## src/hw/rtl/gamma_scaled_step_sequencer_defines.svh

```systemverilog
// Assertion macros shared by the sequencer RTL.
`ifndef GAMMA_SCALED_STEP_SEQUENCER_DEFINES_SVH
`define GAMMA_SCALED_STEP_SEQUENCER_DEFINES_SVH

`ifndef SYNTHESIS
// Property checked at each rising clock edge while reset is released.
`define GSS_ASSERT(label, clk, rst_n, prop, msg) \
    label: assert property (@(posedge clk) disable iff (!rst_n) (prop)) else $error(msg);
// Property checked at every rising clock edge, reset included.
`define GSS_ASSERT_ALWAYS(label, clk, prop, msg) \
    label: assert property (@(posedge clk) (prop)) else $error(msg);
`else
`define GSS_ASSERT(label, clk, rst_n, prop, msg)
`define GSS_ASSERT_ALWAYS(label, clk, prop, msg)
`endif

`endif

```

## src/hw/rtl/gss_pkg.sv

```systemverilog
package gss_pkg;

    // Field widths of one input transaction and one result transaction.
    localparam int RATE_W  = 24;
    localparam int NOTE_W  = 7;
    localparam int STEP_W  = 4;
    localparam int PLEN_W  = 5;
    localparam int SLEN_W  = 34;
    localparam int ACC_W   = 40;

    // Step length after reset: 6000 samples in Q16.
    localparam logic [SLEN_W-1:0] STEP_LEN_RESET = 34'd393216000;

    // Rate 1.0 in Q8.16 and the near-zero band of a master rate.
    localparam logic signed [RATE_W-1:0] ONE_Q16       = 24'sd65536;
    localparam logic signed [RATE_W-1:0] NEAR_ZERO_MAX = 24'sd6;

    // Command codes.
    typedef enum logic [1:0] {
        FUNC_TICK  = 2'd0,
        FUNC_STEP  = 2'd1,
        FUNC_RESET = 2'd2,
        FUNC_LOAD  = 2'd3
    } t_func;

    typedef struct packed {
        t_func                     func;
        logic signed [RATE_W-1:0]  rate;
        logic                      rate_is_sample;
        logic [STEP_W-1:0]         entry_index;
        logic [NOTE_W-1:0]         entry_note;
    } t_in_item;

    typedef struct packed {
        logic [NOTE_W-1:0] note;
        logic [STEP_W-1:0] step_index;
        logic              advanced;
    } t_out_item;

    // Note table contents after reset.
    function automatic logic [NOTE_W-1:0] default_note(input int idx);
        logic [NOTE_W-1:0] val;
        case (idx)
            0:       val = 7'd48;
            1:       val = 7'd55;
            2:       val = 7'd58;
            3:       val = 7'd60;
            4:       val = 7'd62;
            5:       val = 7'd65;
            6:       val = 7'd67;
            7:       val = 7'd70;
            default: val = '0;
        endcase
        return val;
    endfunction

endpackage

```

## src/hw/rtl/gss_stream_if.sv

```systemverilog
// Valid/ready channel carrying one input transaction.
interface gss_in_if;
    import gss_pkg::*;

    logic     valid;
    logic     ready;
    t_in_item data;

    modport source (output valid, output data, input ready);
    modport sink   (input valid, input data, output ready);
endinterface

// Valid/ready channel carrying one result transaction.
interface gss_out_if;
    import gss_pkg::*;

    logic      valid;
    logic      ready;
    t_out_item data;

    modport source (output valid, output data, input ready);
    modport sink   (input valid, input data, output ready);
endinterface

```

## src/hw/rtl/gamma_scaled_step_sequencer.sv

```systemverilog
// An accepted input transaction passes through the input register, then the result register;
// the step state is updated as the result is registered.
// Throughput: one transaction per cycle while o_out.ready holds; the result register frees the input side.
// Reset (synchronous, active low): step 0, accumulator 0, pattern length 8,
// default note table, step length 6000 samples, both pipeline registers empty.
`include "gamma_scaled_step_sequencer_defines.svh"

module gamma_scaled_step_sequencer #(
    parameter int NOTE_DEPTH = 16
) (
    input  logic                          i_clk,
    input  logic                          i_rst_n,
    input  logic                          i_cfg_we,
    input  logic [gss_pkg::SLEN_W-1:0]    i_cfg_wdata,
    gss_in_if.sink                        i_in,
    gss_out_if.source                     o_out
);
    import gss_pkg::*;

    // Only the first sixteen entries can be written or reached as a step.
    localparam int TBL_DEPTH = (NOTE_DEPTH < 16) ? NOTE_DEPTH : 16;
    localparam int IDX_W     = (TBL_DEPTH > 1) ? $clog2(TBL_DEPTH) : 1;
    localparam int PLEN_RST  = (NOTE_DEPTH < 8) ? NOTE_DEPTH : 8;

    // Pipeline registers.
    logic      r_s1_valid;
    t_in_item  r_s1;
    logic      r_out_valid;
    t_out_item r_out;

    // Sequencer state.
    logic [SLEN_W-1:0]       r_step_len;
    logic [NOTE_W-1:0]       r_notes [TBL_DEPTH];
    logic [PLEN_W-1:0]       r_plen;
    logic [STEP_W-1:0]       r_step;
    logic signed [ACC_W-1:0] r_acc;

    logic [NOTE_W-1:0]       n_notes [TBL_DEPTH];
    logic [PLEN_W-1:0]       n_plen;
    logic [STEP_W-1:0]       n_step;
    logic signed [ACC_W-1:0] n_acc;
    logic                    n_adv;

    logic out_free;
    logic s1_move;
    logic in_fire;

    logic signed [RATE_W-1:0] eff_rate;
    logic signed [ACC_W:0]    acc_sum;
    logic signed [ACC_W+1:0]  acc_diff;
    logic signed [ACC_W+1:0]  acc_sel;
    logic                     crossed;
    logic [PLEN_W-1:0]        step_inc;
    logic [STEP_W-1:0]        step_next;

    // Handshake: stage one moves whenever the result register is free.
    assign out_free    = !r_out_valid || o_out.ready;
    assign s1_move     = r_s1_valid && out_free;
    assign i_in.ready  = !r_s1_valid || out_free;
    assign in_fire     = i_in.valid && i_in.ready;
    assign o_out.valid = r_out_valid;
    assign o_out.data  = r_out;

    // Step advance with wrap at the pattern length.
    always_comb begin
        step_inc  = {1'b0, r_step} + 5'd1;
        step_next = step_inc[STEP_W-1:0];
        if (step_inc >= r_plen || step_inc >= PLEN_W'(TBL_DEPTH)) begin
            step_next = '0;
        end
    end

    // Accumulator update for a sample tick, with one crossing at most.
    always_comb begin
        eff_rate = r_s1.rate;
        if (!r_s1.rate_is_sample && r_s1.rate >= -NEAR_ZERO_MAX
                && r_s1.rate <= NEAR_ZERO_MAX) begin
            eff_rate = ONE_Q16;
        end
        acc_sum  = (ACC_W+1)'(r_acc) + (ACC_W+1)'(eff_rate);
        acc_diff = (ACC_W+2)'(acc_sum) - $signed({8'd0, r_step_len});
        crossed  = !acc_diff[ACC_W+1];
        acc_sel  = crossed ? acc_diff : (ACC_W+2)'(acc_sum);
    end

    // Next state and result for the transaction in stage one.
    always_comb begin
        n_notes = r_notes;
        n_plen  = r_plen;
        n_step  = r_step;
        n_acc   = r_acc;
        n_adv   = 1'b0;
        case (r_s1.func)
            FUNC_TICK: begin
                if (crossed) begin
                    n_step = step_next;
                    n_adv  = 1'b1;
                end
                // Saturate when the top bits disagree with the sign.
                if (acc_sel[ACC_W+1:ACC_W-1] != {3{acc_sel[ACC_W+1]}}) begin
                    n_acc = acc_sel[ACC_W+1] ? {1'b1, {(ACC_W-1){1'b0}}}
                                             : {1'b0, {(ACC_W-1){1'b1}}};
                end else begin
                    n_acc = acc_sel[ACC_W-1:0];
                end
            end
            FUNC_STEP: begin
                n_step = step_next;
                n_adv  = 1'b1;
            end
            FUNC_RESET: begin
                n_step = '0;
                n_acc  = '0;
            end
            FUNC_LOAD: begin
                if (32'(r_s1.entry_index) < TBL_DEPTH) begin
                    n_notes[r_s1.entry_index[IDX_W-1:0]] = r_s1.entry_note;
                    n_plen = {1'b0, r_s1.entry_index} + 5'd1;
                    n_step = '0;
                    n_acc  = '0;
                end
            end
            default: begin
                n_step = r_step;
            end
        endcase
    end

    // Control registers and sequencer state.
    always_ff @(posedge i_clk) begin
        if (!i_rst_n) begin
            r_s1_valid  <= 1'b0;
            r_out_valid <= 1'b0;
            r_step_len  <= STEP_LEN_RESET;
            r_plen      <= PLEN_W'(PLEN_RST);
            r_step      <= '0;
            r_acc       <= '0;
            for (int i = 0; i < TBL_DEPTH; i++) begin
                r_notes[i] <= default_note(i);
            end
        end else begin
            if (in_fire) begin
                r_s1_valid <= 1'b1;
            end else if (s1_move) begin
                r_s1_valid <= 1'b0;
            end
            if (s1_move) begin
                r_out_valid <= 1'b1;
            end else if (o_out.ready) begin
                r_out_valid <= 1'b0;
            end
            if (i_cfg_we) begin
                r_step_len <= i_cfg_wdata;
            end
            if (s1_move) begin
                r_notes <= n_notes;
                r_plen  <= n_plen;
                r_step  <= n_step;
                r_acc   <= n_acc;
            end
        end
    end

    // Payload registers.
    always_ff @(posedge i_clk) begin
        if (in_fire) begin
            r_s1 <= i_in.data;
        end
        if (s1_move) begin
            r_out.note       <= n_notes[n_step[IDX_W-1:0]];
            r_out.step_index <= n_step;
            r_out.advanced   <= n_adv;
        end
    end

    // Assertions.
    `GSS_ASSERT(a_step_in_pattern, i_clk, i_rst_n, {1'b0, r_step} < r_plen, "step beyond pattern length")
    `GSS_ASSERT(a_plen_range, i_clk, i_rst_n, r_plen != '0 && r_plen <= PLEN_W'(TBL_DEPTH), "pattern length out of range")
    `GSS_ASSERT(a_reset_clears_acc, i_clk, i_rst_n, s1_move && r_s1.func == FUNC_RESET |=> r_acc == '0 && r_step == '0, "reset command left time or step")
    `GSS_ASSERT(a_no_adv_on_cmd, i_clk, i_rst_n, s1_move && (r_s1.func == FUNC_RESET || r_s1.func == FUNC_LOAD) |=> !r_out.advanced, "reset or load reported an advance")

endmodule
```

## src/flat_wrapper.sv

```systemverilog
// flat-port wrapper written by rule: the top's interface ports become plain ports
module gamma_scaled_step_sequencer_flat import gss_pkg::*;
#(
    parameter int NOTE_DEPTH = 16
)
  (i_clk, i_rst_n, i_cfg_we, i_cfg_wdata, i_in_valid, i_in_data, i_in_ready, o_out_valid, o_out_data, o_out_ready);
  gss_in_if i_in_i ();
  gss_out_if o_out_i ();
  input  logic i_clk;
  input  logic i_rst_n;
  input  logic i_cfg_we;
  input  logic [gss_pkg::SLEN_W-1:0] i_cfg_wdata;
  input wire logic [$bits(i_in_i.valid)-1:0] i_in_valid;
  input wire logic [$bits(i_in_i.data)-1:0] i_in_data;
  output wire logic [$bits(i_in_i.ready)-1:0] i_in_ready;
  output wire logic [$bits(o_out_i.valid)-1:0] o_out_valid;
  output wire logic [$bits(o_out_i.data)-1:0] o_out_data;
  input wire logic [$bits(o_out_i.ready)-1:0] o_out_ready;
  assign i_in_i.valid = i_in_valid;
  assign i_in_i.data = i_in_data;
  assign i_in_ready = i_in_i.ready;
  assign o_out_valid = o_out_i.valid;
  assign o_out_data = o_out_i.data;
  assign o_out_i.ready = o_out_ready;
  gamma_scaled_step_sequencer #(.NOTE_DEPTH(NOTE_DEPTH)) u_core (.i_clk(i_clk), .i_rst_n(i_rst_n), .i_cfg_we(i_cfg_we), .i_cfg_wdata(i_cfg_wdata), .i_in(i_in_i), .o_out(o_out_i));
endmodule
```

## config.mk

```make
export PLATFORM = sky130hd
export DESIGN_NAME = gamma_scaled_step_sequencer_flat
export DESIGN_NICKNAME = d
export VERILOG_FILES = /design/src/hw/rtl/gss_pkg.sv /design/src/hw/rtl/gss_stream_if.sv /design/src/hw/rtl/gamma_scaled_step_sequencer.sv /design/src/flat_wrapper.sv
export VERILOG_INCLUDE_DIRS = /design/src /design/src/hw/rtl
export SDC_FILE = /design/constraint.sdc
export NUM_CORES = 1
export LEC_CHECK = 0
export BUFFER_PORTS_ARGS = -buffer_cell sky130_fd_sc_hd__buf_2
export CAP_MARGIN = 15
export CORE_AREA = 2 2 190 192
export CTS_CLUSTER_SIZE = 24
export DETAILED_ROUTE_END_ITERATION = 8
export DIE_AREA = 0 0 192 194
export PLACE_DENSITY_LB_ADDON = 0.2
export SLEW_MARGIN = 20
export SYNTH_ARGS = -nofsm -noshare
export SYNTH_HDL_FRONTEND = slang
export SYNTH_SLANG_ARGS = --single-unit
```

## constraint.sdc

```tcl
create_clock -name i_clk -period 8.1 [get_ports i_clk]
set_input_delay 1.62 -clock i_clk [delete_from_list [all_inputs] [get_ports i_clk]]
set_output_delay 1.62 -clock i_clk [all_outputs]
set_load 0.01 [all_outputs]
```

==> results of run 1 <==
## logic make-up (layout without fill, tap and decap cells)
kind of cell	count (synthesis)	in the layout	share of synthesized area
muxes	113	113	0.0849
AOI/OAI and AO/OA	457	457	0.200
adders and majority gates	87	87	0.0702
buffers and inverters	183	304	0.0477
DFF	247	247	0.347
xor gates and xnor gates	70	70	0.0390
and+or+nand+nor	717	717	0.212
## registers in the layout, indices dropped and copies added, names as in the netlist, 4 cells and up
signal and cells:
u_core.o_out.data 12, u_core.r_acc 40, u_core.r_notes 112, u_core.r_plen 5
u_core.r_s1 38, u_core.r_step 4, u_core.r_step_len 34
## path summary, 6_finish.rpt
path | startpoint | endpoint | slack [ns] | cells after the start
worst min-delay path | u_core.r_notes[12] | u_core.r_notes[12] | 0.47 | 2
worst max register to register | u_core.r_s1[15] | u_core.o_out.data[11] | 0.32 | 33
worst min register to register | u_core.r_notes[12] | u_core.r_notes[12] | 0.47 | 2
worst max-delay path | u_core.r_s1[15] | u_core.o_out.data[11] | 0.32 | 33
## power groups by stage
stage	combinational, W	sequential [W]	clock (W)
after floorplan	0.000583	0.00134	0
after global placement	0.000810	0.00135	0
after detailed placement	0.000812	0.00135	0
after CTS	0.000821	0.00133	0.00130
after global routing	0.000945	0.00133	0.00135
final	0.000865	0.00133	0.00127
## critical path, delay by kind of cell, from the launching register on
| kind | cells | cell delay (ns) |
|---|---|---|
| compound gates | 6 | 1.20 |
| simple gates | 17 | 2.95 |
| mux | 2 | 0.73 |
| xor+xnor | 1 | 0.23 |
| fa+ha+maj | 3 | 1.19 |
| flops | 1 | 0.43 |
| buf+inv | 4 | 0.78 |
## routing by layer
layer / wire (um) / vias up
li1: - / 6908
met1: 19900 / 6736
met2: 23200 / 403
met3: 2260 / 90
met4: 1680 / 0
met5: 0 / -
## timing repair
action	4_1_cts	5_1_grt
pin swaps	1	24
buffers inserted	2	15
gates resized for setup	5	60
endpoints found under the setup margin	43	46
## through the flow
| step | hold slack, ns | instance area [um2] | setup WS (ns) | total power, W | TNS, ns |
|---|---|---|---|---|---|
| 2_1_floorplan | 0.440 | 15700 | 0.405 | 0.00192 | 0 |
| 3_3_place_gp | 0.449 | 16900 | -0.162 | 0.00216 | -1.04 |
| 3_5_place_dp | 0.458 | 16900 | -0.225 | 0.00216 | -2.85 |
| 4_1_cts | 0.467 | 17800 | 0.00791 | 0.00345 | 0 |
| 5_1_grt | 0.485 | 18200 | -0.0445 | 0.00362 | -0.593 |
| 6_report | 0.467 | 18200 | 0.323 | 0.00347 | 0 |
## placed cells by master, fill, tap and decap left out, types with 37 or more instances in the layout
cell / n
nand2_1: 251
a221o_1: 37
o21ai_0: 56
nor2_1: 166
ha_1: 76
nor2b_1: 99
nand3_1: 70
buf_2: 89
a21boi_0: 54
dfxtp_1: 197
edfxtp_1: 50
mux2i_1: 77
a21oi_1: 89
inv_1: 76
buf_4: 76
## cell type report
type / instances / area, um2
flip-flops and latches: 247 / 5450
multi-input cells: 1444 / 9820
clock buffers: 39 / 806
inverters: 78 / 293
repair buffers: 172 / 1150
well taps: 461 / 577
fillers: 3376 / 17000
clock inverters: 15 / 109
==> results.cfg, run 1 <==
[synth]
async_flop_share = 0
syn_area_um2 = 15700
synth_top_flop_cell = dfxtp_1
synth-edff-count = 50
synth_top_cell_by_area = dfxtp_1
synth_common_cells = 252 x nand2_1, 197 x dfxtp_1, 171 x nor2_1
yosys-top-cells-area = dfxtp_1 25%, edfxtp_1 9.6%, ha_1 6.8%, nand2_1 6.0%, mux2i_1 4.9%
synth_seq_area_share = 0.347
syn-instance-count = 1874
synth-seq-cells = 247
synth.distinct_cells = 76
yosys_warnings = 0
syn_nets = 2038
avgSynthCellArea_um2 = 8.38
synth_most_common_cell = nand2_1
synth_top_area_frac = 0.251

[floorplanning]
initial_utilization = 0.446
die_w_um = 192
fp.dieH_um = 194
pin_count = 91
num_rows = 69
coreArea_um2 = 35200
dieArea_um2 = 37200

[global_routing]
grt_pass1_wl_um = 73100
grt_max_degree = 86
grt_pass1_vias = 13600
grt_use_met1 = 0.309
grt.met2_usage = 0.427
top_usage_layer = met2
antenna_found_initial = 0
grt.met3_usage = 0.0310
gr-total-overflow = 0
grt_usage = 0.245

[placement]
hpwl_um = 34400
routabilityCongestion = 0.951
io_buffers = 90
dpl.cell_count = 2385

[job]
drv_cap = 0

[worst_setup_path]
critPathLaunchType = register
worst_path_largest_cell_delay_ns = 0.50
cp_max_fo = 22
endpoint_kind = register
crit_type = reg2reg
cp_data_required_time_ns = 8.42
cp_slowest_cell = ha_1
path_common_cell = nand4_1
worstPathArrival_ns = 8.10

[finish]
diodes = 0
final_util = 0.517
syn_to_final_growth_pct = 15.8
finalNonFillerCells = 2456
drive_gt1_frac = 0.158
fin_nets = 2136

[route]
drt_iter0_drc = 1112
via_per_inst = 5.76
firstDrtPassIters = 5
vias = 14100
drc = 0
wirelength_um = 47000
antenna_left = 0
wire_per_inst_um = 19.1

[clock_tree]
insertion_delay_ns = 0.58
cts_buffer_depth = 3
clk_pin_slew_ns = 0.06
numCtsBuffers = 29
htreeDepth = 1
clock_sinks = 247
cts_hold_buffers = 0
cts_tree = built
clockRootBuffer = clkbuf_16

[worst_hold_path]
hold_path.class = reg2reg

[power_and_ir_drop]
internal-power_w = 0.00238
ir_drop_uv = 197
p_sw_w = 0.00109
p_clk_frac = 0.368
swShare = 0.314
pwr-share-seq = 0.383
p_leak_nw = 7.28
combPwrFrac = 0.250
powerDensity_nw_per_um2 = 191

[timing]
slew_viol_final = 0
fmax_ghz = 0.129
worst_slew_pin_slew_ns = 1.12
skew_ns = 0.0140
fin_crit_sh = 0.960
fin_crit_ns = 7.78
finalHoldViolations = 0
setup_viol = 0
maxSlewHeadroom = 0.253

[run_status]
status = completed
Power figures use the tool's default switching activity.
==> inputs of run 2 (changes only) <==
==> constraint.sdc (replaced) <==
create_clock -name i_clk -period 7.32 [get_ports i_clk]
set_input_delay 1.464 -clock i_clk [delete_from_list [all_inputs] [get_ports i_clk]]
set_output_delay 1.464 -clock i_clk [all_outputs]
set_load 0.01 [all_outputs]
==> run 2 against run 1 <==
Effect of this change: the flow now finishes with violations (negative setup slack); clock-buffer cell count grew 5; worst setup slack worse by 0.36 ns; flip-flop and latch count did not move; global-route usage grew 1.5 points; critical path depth up 4; critical path type unchanged; critical endpoint is now u_core.o_out.data[8].
==> results.cfg, run 2 (same netlist as run 1, synthesis figures left out) <==
[worst_hold_path]
min_path_cells = 2
worstHoldEndpoint = u_core.r_notes[95]
hp-start = u_core.r_notes[95]
hold_path.class = reg2reg

[route]
drc = 0
firstDrtPassIters = 6
antenna_left = 0
via_per_inst = 5.58
drt_iter0_drc = 953
wire_per_inst_um = 18.4
vias = 15000
wirelength_um = 49500

[global_routing]
grt_pass1_vias = 14800
grt_max_degree = 93
antenna_found_initial = 0
grt_pass1_wl_um = 77700
gr-total-overflow = 0
grt_usage = 0.260

[worst_setup_path]
cp_data_required_time_ns = 7.66
cp_slowest_cell = mux4_2
worstPathArrival_ns = 7.69
worst-path-buf-inv = 6
regToRegStartpoint = u_core.r_s1[15]
crit_type = reg2reg
worst_path_largest_cell_delay_ns = 0.52
critPathLaunchType = register
r2r_setup_slack_ns = -0.03
critical-path-top-delay-family = compound AO/OA/AOI/OAI gates
cp_max_fo = 7
r2r-end = u_core.o_out.data[8]
endpoint_kind = register
reg2reg_depth = 37

[floorplanning]
initial_utilization = 0.446
coreArea_um2 = 35200
die_w_um = 192
pin_count = 91
dieArea_um2 = 37200
num_rows = 69
fp.dieH_um = 194

[finish]
diodes = 0
top_regs = u_core.r_notes: 112 flops, u_core.r_acc: 40 flops, u_core.r_s1: 38 flops
fin_nets = 2365
syn_to_final_growth_pct = 31.6
drive_gt1_frac = 0.283
final_common_cell = buf_4
largest-register = u_core.r_notes
mostFrequentLayoutCells = 292 x buf_4, 241 x nand2_1, 197 x dfxtp_1, 159 x nor2_1, 92 x nor2b_1
largest_register_ffs = 112

[power_and_ir_drop]
swShare = 0.308
internal-power_w = 0.00287
combPwrFrac = 0.292
p_clk_frac = 0.353
pwr-share-seq = 0.355
ir_drop_uv = 218
power_w = 0.00414
p_sw_w = 0.00128
p_leak_nw = 8.62
powerDensity_nw_per_um2 = 200

[job]
drv_cap = 0

[timing]
maxSlewHeadroom = 0.210
grt_setup_unrepaired = yes
finalHoldViolations = 0
skew_ns = 0.0371
worst_slack_ns = -0.0327
worst_slew_pin_slew_ns = 1.17
fin_crit_ns = 7.35
fmax_ghz = 0.136
slew_viol_final = 0
setup_viol = 2
fin_crit_sh = 1.00
setup_tns_ns = -0.0394

[clock_tree]
cts_hold_buffers = 0
clockRootBuffer = clkbuf_16
htreeDepth = 1
clock_sinks = 247
clk_pin_slew_ns = 0.06
cts_buffer_depth = 3
insertion_delay_ns = 0.59
cts_tree = built
numCtsBuffers = 28

[run_status]
status = finished with violations
failed_checks = negative setup slack

[placement]
routabilityCongestion = 0.925
hpwl_um = 36300
io_buffers = 90
[run 2: area by class of cell]
| type | count | area (um2) |
|---|---|---|
| Clock buffer | 44 | 842 |
| Inverter | 78 | 293 |
| Clock inverter | 8 | 115 |
| Multi-Input combinational cell | 1444 | 10400 |
| Tap cell | 461 | 577 |
| Fill cell | 3096 | 14500 |
| Timing Repair Buffer | 402 | 3030 |
| Sequential cell | 247 | 5450 |
[run 2: repair_timing]
action	CTS	global route
endpoints found under the setup margin	46	46
resized for setup	97	88
setup buffers	12	19
pin swaps	56	58
gates cloned	3	1
[run 2: metrics by stage]
stage	hold WS (ns)	utilization	cell area, um2	worst slack (ns)	instances
floorplan	0.440	-	15700	0.000359	1874
global route	0.483	0.587	20700	-0.359	2684
CTS	0.469	0.570	20100	-0.0744	2664
global placement	0.450	0.526	18500	-0.456	2597
detailed placement	0.456	0.526	18500	-0.523	2597
finish	0.465	0.587	20700	-0.0327	2684
[run 2: worst max path at each step]
stage,cells after the start,start,to
final,37,u_core.r_s1[15],u_core.o_out.data[8]
after global routing,39,u_core.r_s1[17],u_core.o_out.data[8]
after CTS,41,u_core.r_s1[30],u_core.o_out.data[8]
after detailed placement,36,u_core.r_s1[19],u_core.o_out.data[8]
after global placement,36,u_core.r_s1[16],u_core.o_out.data[8]
after floorplan,36,u_core.r_s1[15],u_core.o_out.data[10]
[run 2: metal layers]
layer | up-vias | part of all wire | track usage
li1 | 7380 | - | -
met1 | 7159 | 0.42 | 0.319
met2 | 343 | 0.50 | 0.469
met3 | 100 | 0.042 | 0.0366
met4 | 0 | 0.032 | 0.0800
met5 | - | 0 | 0
[run 2: tightest hold or removal path, stage by stage (launching register included)]
cell and delay [ns]:
dfxtp_1 0.31, nand2_1 0.05, nand3_1 0.06
[run 2: power groups by stage]
| stage | clock, W | sequential (W) | combinational (W) |
|---|---|---|---|
| 2_1_floorplan | 0 | 0.00148 | 0.000645 |
| 3_3_place_gp | 0 | 0.00150 | 0.00107 |
| 3_5_place_dp | 0 | 0.00150 | 0.00108 |
| 4_1_cts | 0.00149 | 0.00147 | 0.00115 |
| 5_1_grt | 0.00154 | 0.00147 | 0.00132 |
| 6_report | 0.00146 | 0.00147 | 0.00121 |
==> inputs of run 3 (changes only) <==
--- a/config.mk
+++ b/config.mk
@@ -8,6 +8,8 @@
 export LEC_CHECK = 0
 export BUFFER_PORTS_ARGS = -buffer_cell sky130_fd_sc_hd__buf_2
 export CAP_MARGIN = 15
+export CELL_PAD_IN_SITES_DETAIL_PLACEMENT = 0
+export CELL_PAD_IN_SITES_GLOBAL_PLACEMENT = 1
 export CORE_AREA = 2 2 190 192
 export CTS_CLUSTER_SIZE = 24
 export DETAILED_ROUTE_END_ITERATION = 8
==> run 3 against run 2 <==
Effect of this change: the run still ends with negative setup slack left; combinational power barely moved; critical path depth rose by 1; routed wire length rose by 6.8%; first-iteration DRC count fell by 4.9%; worst hold slack improved by 0.0013 ns; global-route usage rose by 1.9 points; clock skew rose by 0.011 ns; die area did not move; core utilization rose by 0.22 points; clock-buffer cell count fell by 1; non-clock buffer count rose by 21.
==> results.cfg, run 3 (same netlist as run 1, synthesis figures left out) <==
[run_status]
status = finished with violations
failed_checks = negative setup slack

[finish]
n_fill_cell = 3135
top_regs = u_core.r_notes: 112 flops, u_core.r_acc: 40 flops, u_core.r_s1: 38 flops
largest_register_ffs = 112
syn_to_final_growth_pct = 32.1
mostFrequentLayoutCells = 306 x buf_4, 242 x nand2_1, 197 x dfxtp_1, 158 x nor2_1, 96 x nor2b_1
diodes = 0
multi_input_area_um2 = 10200
largest-register = u_core.r_notes
final_common_cell = buf_4
drive_gt1_frac = 0.281
finalNonFillerCells = 2709
fin_nets = 2388
final-seq-area_um2 = 5450

[route]
antenna_left = 0
wirelength_um = 52800
drc = 0
firstDrtPassIters = 5
wire_per_inst_um = 19.5
drt_iter0_drc = 906
via_per_inst = 5.61
vias = 15200

[power_and_ir_drop]
p_sw_w = 0.00132
combPwrFrac = 0.290
p_clk_frac = 0.364
pwr-share-seq = 0.346
ir_drop_uv = 200
internal-power_w = 0.00292
swShare = 0.311
powerDensity_nw_per_um2 = 204
p_leak_nw = 8.73

[worst_setup_path]
endpoint_kind = register
worst_path_largest_cell_delay_ns = 0.50
worstPathArrival_ns = 7.87
cp_max_fo = 24
startpoint = u_core.r_s1[24]
path_common_cell = buf_4
crit_type = reg2reg
critPathLaunchType = register
regToRegStartpoint = u_core.r_s1[24]
cp_slowest_cell = mux4_2
cp_data_required_time_ns = 7.69

[timing]
fin_crit_sh = 1.03
setup_viol = 43
maxSlewHeadroom = 0.372
worst_slack_ns = -0.185
slew_viol_final = 0
setup_tns_ns = -5.34
fmax_ghz = 0.133
skew_ns = 0.0485
finalHoldViolations = 0
worst_slew_pin_slew_ns = 0.935
fin_crit_ns = 7.51
grt_setup_unrepaired = yes

[floorplanning]
fp.dieH_um = 194
initial_utilization = 0.446
dieArea_um2 = 37200
coreArea_um2 = 35200
num_rows = 69
die_w_um = 192
pin_count = 91

[global_routing]
grt_pass1_wl_um = 82500
antenna_found_initial = 0
grt_max_degree = 87
grt_pass1_vias = 15100
gr-total-overflow = 0
grt_usage = 0.279

[placement]
routabilityCongestion = 0.922
hpwl_um = 37900
io_buffers = 90
dpl.cell_count = 2596

[clock_tree]
cts_buffer_depth = 3
clock_sinks = 247
clk_pin_slew_ns = 0.06
numCtsBuffers = 30
clockRootBuffer = clkbuf_16
insertion_delay_ns = 0.61
htreeDepth = 1
cts_tree = built
cts_hold_buffers = 0

[worst_hold_path]
hold_path.class = reg2reg
hp-start = u_core.r_notes[7]

[job]
drv_cap = 0
[run 3: cell count changes in the layout (fill, tap and decap cells not counted), moves of 4 or more]
cell	before	now
buf_4	292	306
o22ai_2	8	2
nor2b_1	92	96
mux2_4	6	2
buf_6	4	12
nand2_4	6	2
o21ai_1	20	16
ha_1	69	79
o21ai_0	50	55
o22ai_1	28	35
ha_4	11	4
mux2_2	16	20
[run 3: what timing repair did]
action | 4_1_cts | 5_1_grt
gates resized for setup | 131 | 30
gates cloned | 5 | 0
endpoints found under the setup margin | 48 | 50
hold endpoints to repair | 0 | 0
pin swaps | 47 | 24
buffers inserted | 49 | 6
[run 3: cell type report]
class	count	share of cell area
well taps	461	0.0278
flip-flops and latches	247	0.262
clock buffers	43	0.0424
clock inverters	13	0.00723
repair buffers	423	0.155
multi-input cells	1444	0.491
inverters	78	0.0141
[run 3: critical path, delay by kind of cell (launching register included)]
family	cells	cell delay [ns]
flip-flops	1	0.48
multiplexers	2	0.79
AO/OA/AOI/OAI	12	1.97
buffers and inverters	10	1.46
adder cells (fa/ha/maj)	3	0.94
XOR/XNOR	1	0.15
AND/OR/NAND/NOR	10	1.47
[run 3: stage by stage]
stage               total power, W  instance area [um2]  utilization  setup slack (ns)  hold slack [ns]
global route               0.00443                20800        0.589            -0.498            0.486
detailed placement         0.00258                18500        0.525            -0.915            0.459
finish                     0.00424                20800        0.589            -0.185            0.466
floorplan                  0.00213                15700            -          0.000359            0.440
CTS                        0.00424                20600        0.584           -0.0279            0.469
global placement           0.00257                18500        0.525            -0.768            0.453
[run 3: worst paths after layout]
kind / endpoint / slack, ns / depth (start not counted)
max: u_core.o_out.data[9] / -0.19 / 38
min: u_core.r_notes[7] / 0.47 / 2
max reg2reg: u_core.o_out.data[9] / -0.19 / 38
min reg2reg: u_core.r_notes[7] / 0.47 / 2
[run 3: routing by layer]
| layer | vias to the layer above | global-route usage | routed length, um |
|---|---|---|---|
| li1 | 7424 | - | - |
| met1 | 7318 | 0.361 | 23100 |
| met2 | 367 | 0.485 | 25500 |
| met3 | 94 | 0.0329 | 2350 |
| met4 | 0 | 0.0871 | 1800 |
| met5 | - | 0 | 0 |
[run 3: power by group through the flow]
stage	clock network, W	logic, W	registers [W]
floorplan	0	0.000645	0.00148
global placement	0	0.00108	0.00149
detailed placement	0	0.00108	0.00149
CTS	0.00158	0.00119	0.00147
global route	0.00162	0.00133	0.00147
finish	0.00155	0.00123	0.00147
